### config.mk
export PLATFORM = sky130hd
export DESIGN_NAME = lru_key_value_cache_unit
export DESIGN_NICKNAME = d
export VERILOG_FILES = /design/src/rtl/lkvc_pkg.sv /design/src/rtl/lkvc_ctrl.sv /design/src/rtl/lkvc_datapath.sv /design/src/rtl/lru_key_value_cache_unit.sv
export SDC_FILE = /design/constraint.sdc
export NUM_CORES = 2
export LEC_CHECK = 0
export BUFFER_PORTS_ARGS = -buffer_cell sky130_fd_sc_hd__clkbuf_2
export CORE_MARGIN = 5
export CORE_UTILIZATION = 60
export CTS_BUF_LIST = sky130_fd_sc_hd__clkbuf_16
export DETAILED_ROUTE_END_ITERATION = 6
export PLACE_DENSITY = 0.8
export SYNTH_ARGS = -nofsm -noshare
export SYNTH_HDL_FRONTEND = slang
export SYNTH_SLANG_ARGS = --single-unit
### constraint.sdc
create_clock -name clk -period 15.7 [get_ports clk]
set_clock_uncertainty 0.1 [all_clocks]
set_input_delay 0 -clock clk [delete_from_list [all_inputs] [get_ports clk]]
set_output_delay 0 -clock clk [all_outputs]
set_load 0.01 [all_outputs]
### src/rtl/lkvc_pkg.sv
// shared constants and control types for the lru key/value cache
package lkvc_pkg;

    localparam int ENTRIES = 16;
    localparam int IDX_W   = (ENTRIES > 1) ? $clog2(ENTRIES) : 1;
    localparam int CNT_W   = $clog2(ENTRIES + 1);
    localparam int RANK_W  = IDX_W;
    localparam int KEY_W   = 32;
    localparam int DATA_W  = 32;
    localparam int CAP_W   = 5;
    localparam int CMP_W   = (CNT_W > CAP_W) ? CNT_W : CAP_W;

    localparam logic [CAP_W-1:0] CAP_RESET = CAP_W'(16);

    localparam logic REQ_GET = 1'b0;
    localparam logic REQ_PUT = 1'b1;

    typedef enum logic [2:0] {
        ST_IDLE   = 3'b001,
        ST_LOOKUP = 3'b010,
        ST_UPDATE = 3'b100
    } lkvc_state_t;

    typedef struct packed {
        logic capture;
        logic lookup;
        logic commit;
    } lkvc_cmd_t;

    typedef struct packed {
        logic out_full;
    } lkvc_status_t;

endpackage

### src/rtl/lkvc_ctrl.sv
// request sequencer: capture, lookup and update/commit steps
module lkvc_ctrl
    import lkvc_pkg::*;
(
    input  logic         clk,
    input  logic         rst_n,
    input  logic         in_valid,
    output logic         in_stall,
    input  logic         out_stall,
    input  lkvc_status_t status,
    output lkvc_cmd_t    cmd
);

    lkvc_state_t state_reg;
    lkvc_state_t state_next;
    logic        can_commit;
    logic        accept;

    assign can_commit = !status.out_full || !out_stall;
    // a new request may enter while the previous one commits
    assign in_stall   = !((state_reg == ST_IDLE) || ((state_reg == ST_UPDATE) && can_commit));
    assign accept     = in_valid && !in_stall;

    assign cmd.capture = accept;
    assign cmd.lookup  = (state_reg == ST_LOOKUP);
    assign cmd.commit  = (state_reg == ST_UPDATE) && can_commit;

    always_comb
    begin
        state_next = state_reg;
        unique case (state_reg)
            ST_IDLE:
            begin
                if (accept)
                    state_next = ST_LOOKUP;
            end
            ST_LOOKUP:
            begin
                state_next = ST_UPDATE;
            end
            ST_UPDATE:
            begin
                if (can_commit)
                    state_next = accept ? ST_LOOKUP : ST_IDLE;
            end
            default:
            begin
                state_next = ST_IDLE;
            end
        endcase
    end

    always_ff @(posedge clk or negedge rst_n)
    begin
        if (!rst_n)
            state_reg <= ST_IDLE;
        else
            state_reg <= state_next;
    end

    a_capture_to_lookup: assert property (@(posedge clk) disable iff (!rst_n)
        cmd.capture |=> state_reg == ST_LOOKUP)
        else $error("captured request did not move to lookup");

    a_lookup_to_update: assert property (@(posedge clk) disable iff (!rst_n)
        state_reg == ST_LOOKUP |=> state_reg == ST_UPDATE)
        else $error("lookup not followed by update");

    a_commit_room: assert property (@(posedge clk) disable iff (!rst_n)
        cmd.commit && status.out_full |-> !out_stall)
        else $error("commit over an unread result");

endmodule

### src/rtl/lkvc_datapath.sv
// entry store, parallel key compare, rank update and result register
module lkvc_datapath
    import lkvc_pkg::*;
(
    input  logic                     clk,
    input  logic                     rst_n,
    input  lkvc_cmd_t                cmd,
    output lkvc_status_t             status,
    input  logic                     cfg_we,
    input  logic [CAP_W-1:0]         cfg_wdata,
    input  logic                     req_type,
    input  logic signed [KEY_W-1:0]  lookup_key,
    input  logic signed [DATA_W-1:0] write_value,
    output logic                     out_valid,
    input  logic                     out_stall,
    output logic                     hit,
    output logic signed [DATA_W-1:0] read_value
);

    // request capture
    logic              req_type_reg;
    logic [KEY_W-1:0]  key_reg;
    logic [DATA_W-1:0] wval_reg;

    // entry store
    logic [ENTRIES-1:0] valid_reg;
    logic [KEY_W-1:0]   key_mem  [ENTRIES];
    logic [DATA_W-1:0]  data_mem [ENTRIES];
    logic [RANK_W-1:0]  rank_mem [ENTRIES];
    logic [CNT_W-1:0]   count_reg;
    logic [CAP_W-1:0]   cap_reg;

    // lookup results
    logic             hit_reg;
    logic [IDX_W-1:0] match_reg;
    logic [IDX_W-1:0] free_reg;
    logic [IDX_W-1:0] victim_reg;

    logic             hit_next;
    logic [IDX_W-1:0] match_next;
    logic [IDX_W-1:0] free_next;
    logic [IDX_W-1:0] victim_next;
    logic [RANK_W-1:0] oldest_rank;

    // result register
    logic              out_valid_reg;
    logic              out_hit_reg;
    logic [DATA_W-1:0] out_value_reg;

    // update decisions
    logic              upd;
    logic              age_all;
    logic              write_key;
    logic              write_data;
    logic              insert_new;
    logic [IDX_W-1:0]  target;
    logic [RANK_W-1:0] age_limit;
    logic [CMP_W-1:0]  cap_ext;
    logic [CMP_W-1:0]  count_ext;
    logic              cap_zero;
    logic              cache_full;
    logic [DATA_W-1:0] result_value;

    assign oldest_rank = RANK_W'(count_reg - CNT_W'(1));

    always_comb
    begin
        hit_next    = 1'b0;
        match_next  = '0;
        free_next   = '0;
        victim_next = '0;
        for (int i = ENTRIES - 1; i >= 0; i--)
        begin
            if (valid_reg[i] && (key_mem[i] == key_reg))
            begin
                hit_next   = 1'b1;
                match_next = IDX_W'(i);
            end
            if (!valid_reg[i])
                free_next = IDX_W'(i);
            // ranks are exact, so the least recent entry holds rank count-1
            if (valid_reg[i] && (rank_mem[i] == oldest_rank))
                victim_next = IDX_W'(i);
        end
    end

    // capacity clamped to the store size
    assign cap_ext    = (CMP_W'(cap_reg) > CMP_W'(ENTRIES)) ? CMP_W'(ENTRIES) : CMP_W'(cap_reg);
    assign count_ext  = CMP_W'(count_reg);
    assign cap_zero   = (cap_reg == '0);
    assign cache_full = (count_ext >= cap_ext);

    always_comb
    begin
        upd        = 1'b0;
        age_all    = 1'b0;
        write_key  = 1'b0;
        write_data = 1'b0;
        insert_new = 1'b0;
        target     = match_reg;
        age_limit  = rank_mem[match_reg];
        priority if (hit_reg)
        begin
            upd        = 1'b1;
            write_data = (req_type_reg == REQ_PUT);
        end
        else if ((req_type_reg == REQ_PUT) && !cap_zero)
        begin
            upd        = 1'b1;
            write_key  = 1'b1;
            write_data = 1'b1;
            if (cache_full)
            begin
                target    = victim_reg;
                age_limit = rank_mem[victim_reg];
            end
            else
            begin
                target     = free_reg;
                age_all    = 1'b1;
                insert_new = 1'b1;
            end
        end
        else
        begin
            // get miss, or put with insertion disabled: store untouched
            upd = 1'b0;
        end
    end

    always_comb
    begin
        if (req_type_reg == REQ_PUT)
            result_value = '0;
        else if (hit_reg)
            result_value = data_mem[match_reg];
        else
            result_value = '1;
    end

    always_ff @(posedge clk)
    begin
        if (cmd.capture)
        begin
            req_type_reg <= req_type;
            key_reg      <= lookup_key;
            wval_reg     <= write_value;
        end
        if (cmd.lookup)
        begin
            hit_reg    <= hit_next;
            match_reg  <= match_next;
            free_reg   <= free_next;
            victim_reg <= victim_next;
        end
        if (cmd.commit)
        begin
            out_hit_reg   <= hit_reg;
            out_value_reg <= result_value;
        end
        if (cmd.commit && upd)
        begin
            for (int i = 0; i < ENTRIES; i++)
            begin
                if (valid_reg[i] && (age_all || (rank_mem[i] < age_limit)))
                    rank_mem[i] <= rank_mem[i] + RANK_W'(1);
            end
            rank_mem[target] <= '0;
            if (write_key)
                key_mem[target] <= key_reg;
            if (write_data)
                data_mem[target] <= wval_reg;
        end
    end

    always_ff @(posedge clk or negedge rst_n)
    begin
        if (!rst_n)
        begin
            valid_reg     <= '0;
            count_reg     <= '0;
            cap_reg       <= CAP_RESET;
            out_valid_reg <= 1'b0;
        end
        else
        begin
            if (cfg_we)
                cap_reg <= cfg_wdata;
            if (cmd.commit && insert_new)
            begin
                valid_reg[target] <= 1'b1;
                count_reg         <= count_reg + CNT_W'(1);
            end
            if (cmd.commit)
                out_valid_reg <= 1'b1;
            else if (!out_stall)
                out_valid_reg <= 1'b0;
        end
    end

    assign status.out_full = out_valid_reg;
    assign out_valid       = out_valid_reg;
    assign hit             = out_hit_reg;
    assign read_value      = out_value_reg;

endmodule

### src/rtl/lru_key_value_cache_unit.sv
// top level of the lru key/value cache: controller plus datapath
// after input transfer: compare, then update and write-back, which waits on a stalled result
// a new request may be taken while the previous one commits its rank update
// the result register frees the input side while a result waits to be taken
// reset: asynchronous active low, cache emptied, capacity set to 16, no clearing pass
module lru_key_value_cache_unit
    import lkvc_pkg::*;
(
    input  logic                     clk,
    input  logic                     rst_n,
    input  logic                     cfg_we,
    input  logic [CAP_W-1:0]         cfg_wdata,
    input  logic                     in_valid,
    output logic                     in_stall,
    input  logic                     req_type,
    input  logic signed [KEY_W-1:0]  lookup_key,
    input  logic signed [DATA_W-1:0] write_value,
    output logic                     out_valid,
    input  logic                     out_stall,
    output logic                     hit,
    output logic signed [DATA_W-1:0] read_value
);

    lkvc_cmd_t    cmd;
    lkvc_status_t status;

    lkvc_ctrl u_ctrl (
        .clk       (clk),
        .rst_n     (rst_n),
        .in_valid  (in_valid),
        .in_stall  (in_stall),
        .out_stall (out_stall),
        .status    (status),
        .cmd       (cmd)
    );

    lkvc_datapath u_datapath (
        .clk         (clk),
        .rst_n       (rst_n),
        .cmd         (cmd),
        .status      (status),
        .cfg_we      (cfg_we),
        .cfg_wdata   (cfg_wdata),
        .req_type    (req_type),
        .lookup_key  (lookup_key),
        .write_value (write_value),
        .out_valid   (out_valid),
        .out_stall   (out_stall),
        .hit         (hit),
        .read_value  (read_value)
    );

endmodule
# After elaboration in Yosys (flattened, before gate mapping)
# Memory sizes are Yosys's and may differ from the RTL's.
# Cells that the tools add are included.
[op_classes]
bitwise = 1
addsub = 18
n_reduce_logical = 88
eq_ne = 38
n_mux = 125
n_lt_le_gt_ge = 20
[ops]
columns = ["operator", "n"]
rows = [
  ["== test 32 bit", 16],
  ["2-to-1 mux 4 bit", 30],
  ["2-to-1 mux 1 bit", 70],
  ["adder 4 x 1 -> 4 bit (second input constant)", 16],
  ["== test 4 bit", 16],
  ["< comparator 4 bit", 16],
  ["logical AND 1 bit", 54],
  ["2-to-1 mux 3 bit", 14],
  ["2-to-1 mux 32 bit", 1],
  ["logical OR 1 bit", 18],
  ["bitwise OR 16 bit", 1],
  ["OR reduction 8 bit", 2],
  ["OR reduction 15 bit", 1],
  ["2-to-1 mux 2 bit", 7],
  ["case mux 3 bit (3 select lines)", 1],
  ["AND reduction 8 bit", 1],
  ["OR reduction 4 bit", 2],
  ["!= test 2 x 1 -> 1 bit (second input constant)", 3],
  ["adder 5 x 1 -> 5 bit (second input constant)", 1],
  [">= comparator 5 bit", 1],
  ["greater-than comparator 5 bit (second input constant)", 1],
  ["zero test 5 bit", 1],
  ["< comparator 4 x 5 -> 1 bit (second input constant)", 1],
  ["2-to-1 mux 5 bit", 1],
  ["other kinds (10)", 15],
]
[totals]
elab_cells = 316
memories = 3
regBits = 141
out_inout_bits = 35
mem_bits_rw = 1088
[mem_list]
columns = ["memory", "depth", "word_bits", "read_ports", "rd_clocked_by_memory_dff", "write_ports", "line", "rtl"]
rows = [
  ["u_datapath.data_mem", 16, 32, 1, 0, 1, "lkvc_datapath.sv:28", "logic [DATA_W-1:0] data_mem [ENTRIES];"],
  ["u_datapath.key_mem", 16, 32, 16, 0, 1, "lkvc_datapath.sv:27", "logic [KEY_W-1:0] key_mem [ENTRIES];"],
  ["u_datapath.rank_mem", 16, 4, 18, 0, 17, "lkvc_datapath.sv:29", "logic [RANK_W-1:0] rank_mem [ENTRIES];"],
]

# Logic depth before layout (Yosys ltp)
[depth]
word_depth = 18
ltp_mapped = 18
mapped_depth_nobuf = 16

# By module
# Synthesis repeated with hierarchy kept, for this count alone.
[unflattened]
hier_cells = 3083
hier_area_um2 = 52216.3
[by_module_without_submodules]
columns = ["module", "seq_area_each_um2", "cells_per_inst", "n_inst", "area_per_inst_um2"]
rows = [
  ["lkvc_datapath", 36040.8, 3062, 1, 52024.9],
  ["lkvc_ctrl", 76.3, 21, 1, 191.4],
]

# Worst setup path after synthesis
# No wires, ideal clock.
[synth_timing]
path_type = "register to register"
startpoint = "register u_ctrl.state_reg[1]"
endpoint = "memory u_datapath.data_mem[7][0], enable pin"
t_required_ns = 15.099
path_slack_ns = 9.048
synth_period_minus_slack_ns = 6.652
stages_incl_launch_ff = 8
arrival_ns = 6.051
cell_sequence = "dfrtp_1 -> nand2b_1 -> nor3b_2 -> nand2_1 -> buf_2 -> buf_2 -> buf_1 -> nor4_1"
[synth_rtl]
columns = ["item", "line", "rtl"]
rows = [
  ["start: declaration", "lkvc_ctrl.sv:14", "lkvc_state_t state_reg;"],
  ["start signal: assignment", "lkvc_ctrl.sv:58", "state_reg <= state_next;"],
  ["end: declaration", "lkvc_datapath.sv:28", ""],
]

==> metrics <==
overall via count from detail_route 31.0k; fillcell total 5235; gpl congestion 0.891; number of levels in the clock H-tree 3; number of standard cells after synthesis roughly 3.2k; TritonCTS clock tree built; CP top delay family compound AO/OA/AOI/OAI gates; P&R area growth vs syn 14.3%; maximum clock rate 191 MHz; initial antenna violation count 1; outcome completed; die span in y 306 um; post-route worst setup slack 10.47 ns; Yosys warnings 0; Total Routing Usage GR 0.288; Site Rows 108; post-cts repair resize count 0; Detailed Route Iter0 Violations ~4.3k; crit path launch type flip-flop; mean cell area of the mapped netlist 16.7 um2; Die X-Extent 306 um; first-pass GRT wire length 203 mm; unrepaired setup endpoints after global routing no; maximum fanout count along the critical path 20; number of endpoints with negative hold slack in the final report 0; sequential share of the synthesized area 0.687; share of the synthesized area in the top cell type 0.649; number of global-route vias before repair ~32k; final antenna-violating net count 0; most used standard cell by instance count after synthesis edfxtp_1; # setup viols final 0; proportion of synthesized flip-flops having asynchronous set or reset 0.0244; worst hold path stage count 4; Max Cap Violations 0; post-layout min period 5.23 ns; number of synthesized flops with an enable pin 1135; worst vdd rail ir drop 0.132 mV; number of top-level design ports between 100 and 150; worst rel slew slack 0.0946; Synth Flop Type edfxtp_1; Total Die Area 93600 um2; ranking of synthesized cells by area edfxtp_1, mux4_2, xnor2_1; startpoint of the most critical register-to-register path u_datapath.count_ext[0]; path depth of the worst reg2reg path 18; post-route clock period utilization 0.333; clock latency on the worst-skew pair 0.72 ns; clock tree buffer depth 3; timing startpoint of the critical path u_datapath.count_ext[0]; footprint of the multi-input gates around 16000 um2; cell accounting for the most synthesized area edfxtp_1; r2r endpoint u_datapath.rank_mem[12][1]; Yosys cell types 76; cell chosen for the clock root clkbuf_16; Worst Path Required ~16 ns; leakage 0.0196 uW; Worst Setup Path Type flip-flop to flip-flop; worst setup slack before clock tree synthesis between 10 and 15 ns; number of nets produced by synthesis 3297; core area just under 90000 um2; sequential cell area in the final layout 36100 um2; Starting Density 0.605; via-per-instance ratio 6.56; final-report max-slew violation count 0; number of hold-repair buffers added at the cts stage roughly 150; total power per unit cell area 144 nW/um2; largest net degree at the start of global routing 79; post-CTS setup buffers 0; Worst Max-Slew Pin Slew between 1 and 1.5 ns; IO Port Bufs 109; Hold Crit Endpoint u_datapath.out_valid; number of synthesized register bits 1229; critical path's slowest cell mux2i_1; drt total wl 137 mm; top post-synthesis cells by count edfxtp_1, xnor2_1, nor2_1, mux4_2, nand4_1; Critical path buffers and inverters 3; R2R Setup Slk 10.47 ns; Overflow after GRT 0; Clock Sinks 1229; post-synthesis instance area roughly 53000 um2; WL per Instance 28.9 um; Worst Setup End Kind flip-flop; TritonRoute pass-1 iters 7; Largest stage delay, worst path 0.82 ns; crit path DAT between 5 and 6 ns; HP Class input port to flip-flop; Fin Setup TNS 0 ns; ratio of cells with drive above 1 in the final layout 0.182; number of buffers added by the clock tree synthesis step around 120; clk slew on worst S/H paths around 0.060 ns; HPWL after detailed placement 72.4 mm; net count reported at finish 3617; total DRC errors in the routed layout 0; largest registers in the final layout u_datapath.data_mem: 512 flops, u_datapath.key_mem: 512 flops, u_datapath.rank_mem: 64 flops; start point of the worst hold path out_stall; worst-path cell chain buf_4, inv_1, ha_1, nand2b_1, a21o_1, a21oi_2, o21ai_0, nand2_1, mux2i_1, buf_4, ha_1, o21a_1, o21a_1, o21ai_0, nand2_1, o22ai_1, mux2i_1, nor2_1
[logic make-up after synthesis]
logic type | Yosys count | synth area share
simple gates | 610 | 0.0581
compound gates | 245 | 0.0338
xor+xnor | 581 | 0.0972
flops | 1229 | 0.687
mux | 231 | 0.0917
fa+ha+maj | 71 | 0.0169
buf+inv | 184 | 0.0150
[metal layers]
| metal | part of all wire | vias to the layer above | routed length (um) | global-route usage |
|---|---|---|---|---|
| li1 | - | 12754 | - | - |
| met3 | 0.10 | 448 | 14100 | 0.0503 |
| met1 | 0.35 | 15674 | 48500 | 0.378 |
| met4 | 0.046 | 0 | 6220 | 0.122 |
| met2 | 0.50 | 2117 | 67900 | 0.484 |
| met5 | 0 | - | 0 | 0 |
[tightest hold or removal path, stage by stage]
cell           delay (ns)
dlygate4sd3_1        0.52
clkbuf_2             0.11
nand2_1              0.10
o21ai_0              0.09
[worst max path at each step]
stage	endpoint	cells past startpoint
finish	u_datapath.rank_mem[12][1]	18
global route	u_datapath.rank_mem[12][2]	13
CTS	u_datapath.rank_mem[14][1]	13
detailed placement	u_datapath.rank_mem[12][1]	18
global placement	u_datapath.rank_mem[12][2]	13
floorplan	u_datapath.data_mem[7][0]	7
[report_power, final]
part	total, uW	switching, uW	internal (uW)
combinational	1810	1090	713
sequential	4060	204	3860
clock	2770	1240	1530
total	8640	2530	6110
[cells in the final DEF, fill, tap and decap left out, types with 27 or more instances in the layout]
cell type      count
a21oi_1           44
buf_4             94
clkbuf_16        120
clkbuf_2         109
dfrtp_1           28
dfxtp_1           64
dlygate4sd3_1    152
edfxtp_1        1135
ha_1              71
inv_1             50
mux2i_1           27
mux4_2           200
nand2_1           76
nand3_1           67
nand4_1          117
nor2_1           173
nor4_1            45
o21a_1            34
o21ai_0           55
xnor2_1          463
xor2_1           115
[final cells by class]
type                    count  area share
diodes                      2   0.0000833
clock buffers             120      0.0500
flip-flops and latches   1229       0.601
repair buffers            356      0.0465
clock inverters            98      0.0126
well taps                1155      0.0241
multi-input cells        1738       0.264
inverters                  29     0.00181
[metrics by stage]
stage          std cells  hold slack (ns)  utilization  power [uW]  area (um2)
2_1_floorplan       3151           -0.396            -        5260       52600
3_3_place_gp        4354           0.0695        0.630        5750       54800
3_5_place_dp        4354           0.0735        0.630        5850       54800
4_1_cts             4725           0.0344        0.691        8610       60100
5_1_grt             4726           0.0945        0.691        8940       60100
6_report            4727           0.0745        0.691        8640       60100
No activity file was read; power rests on OpenSTA's default activity.
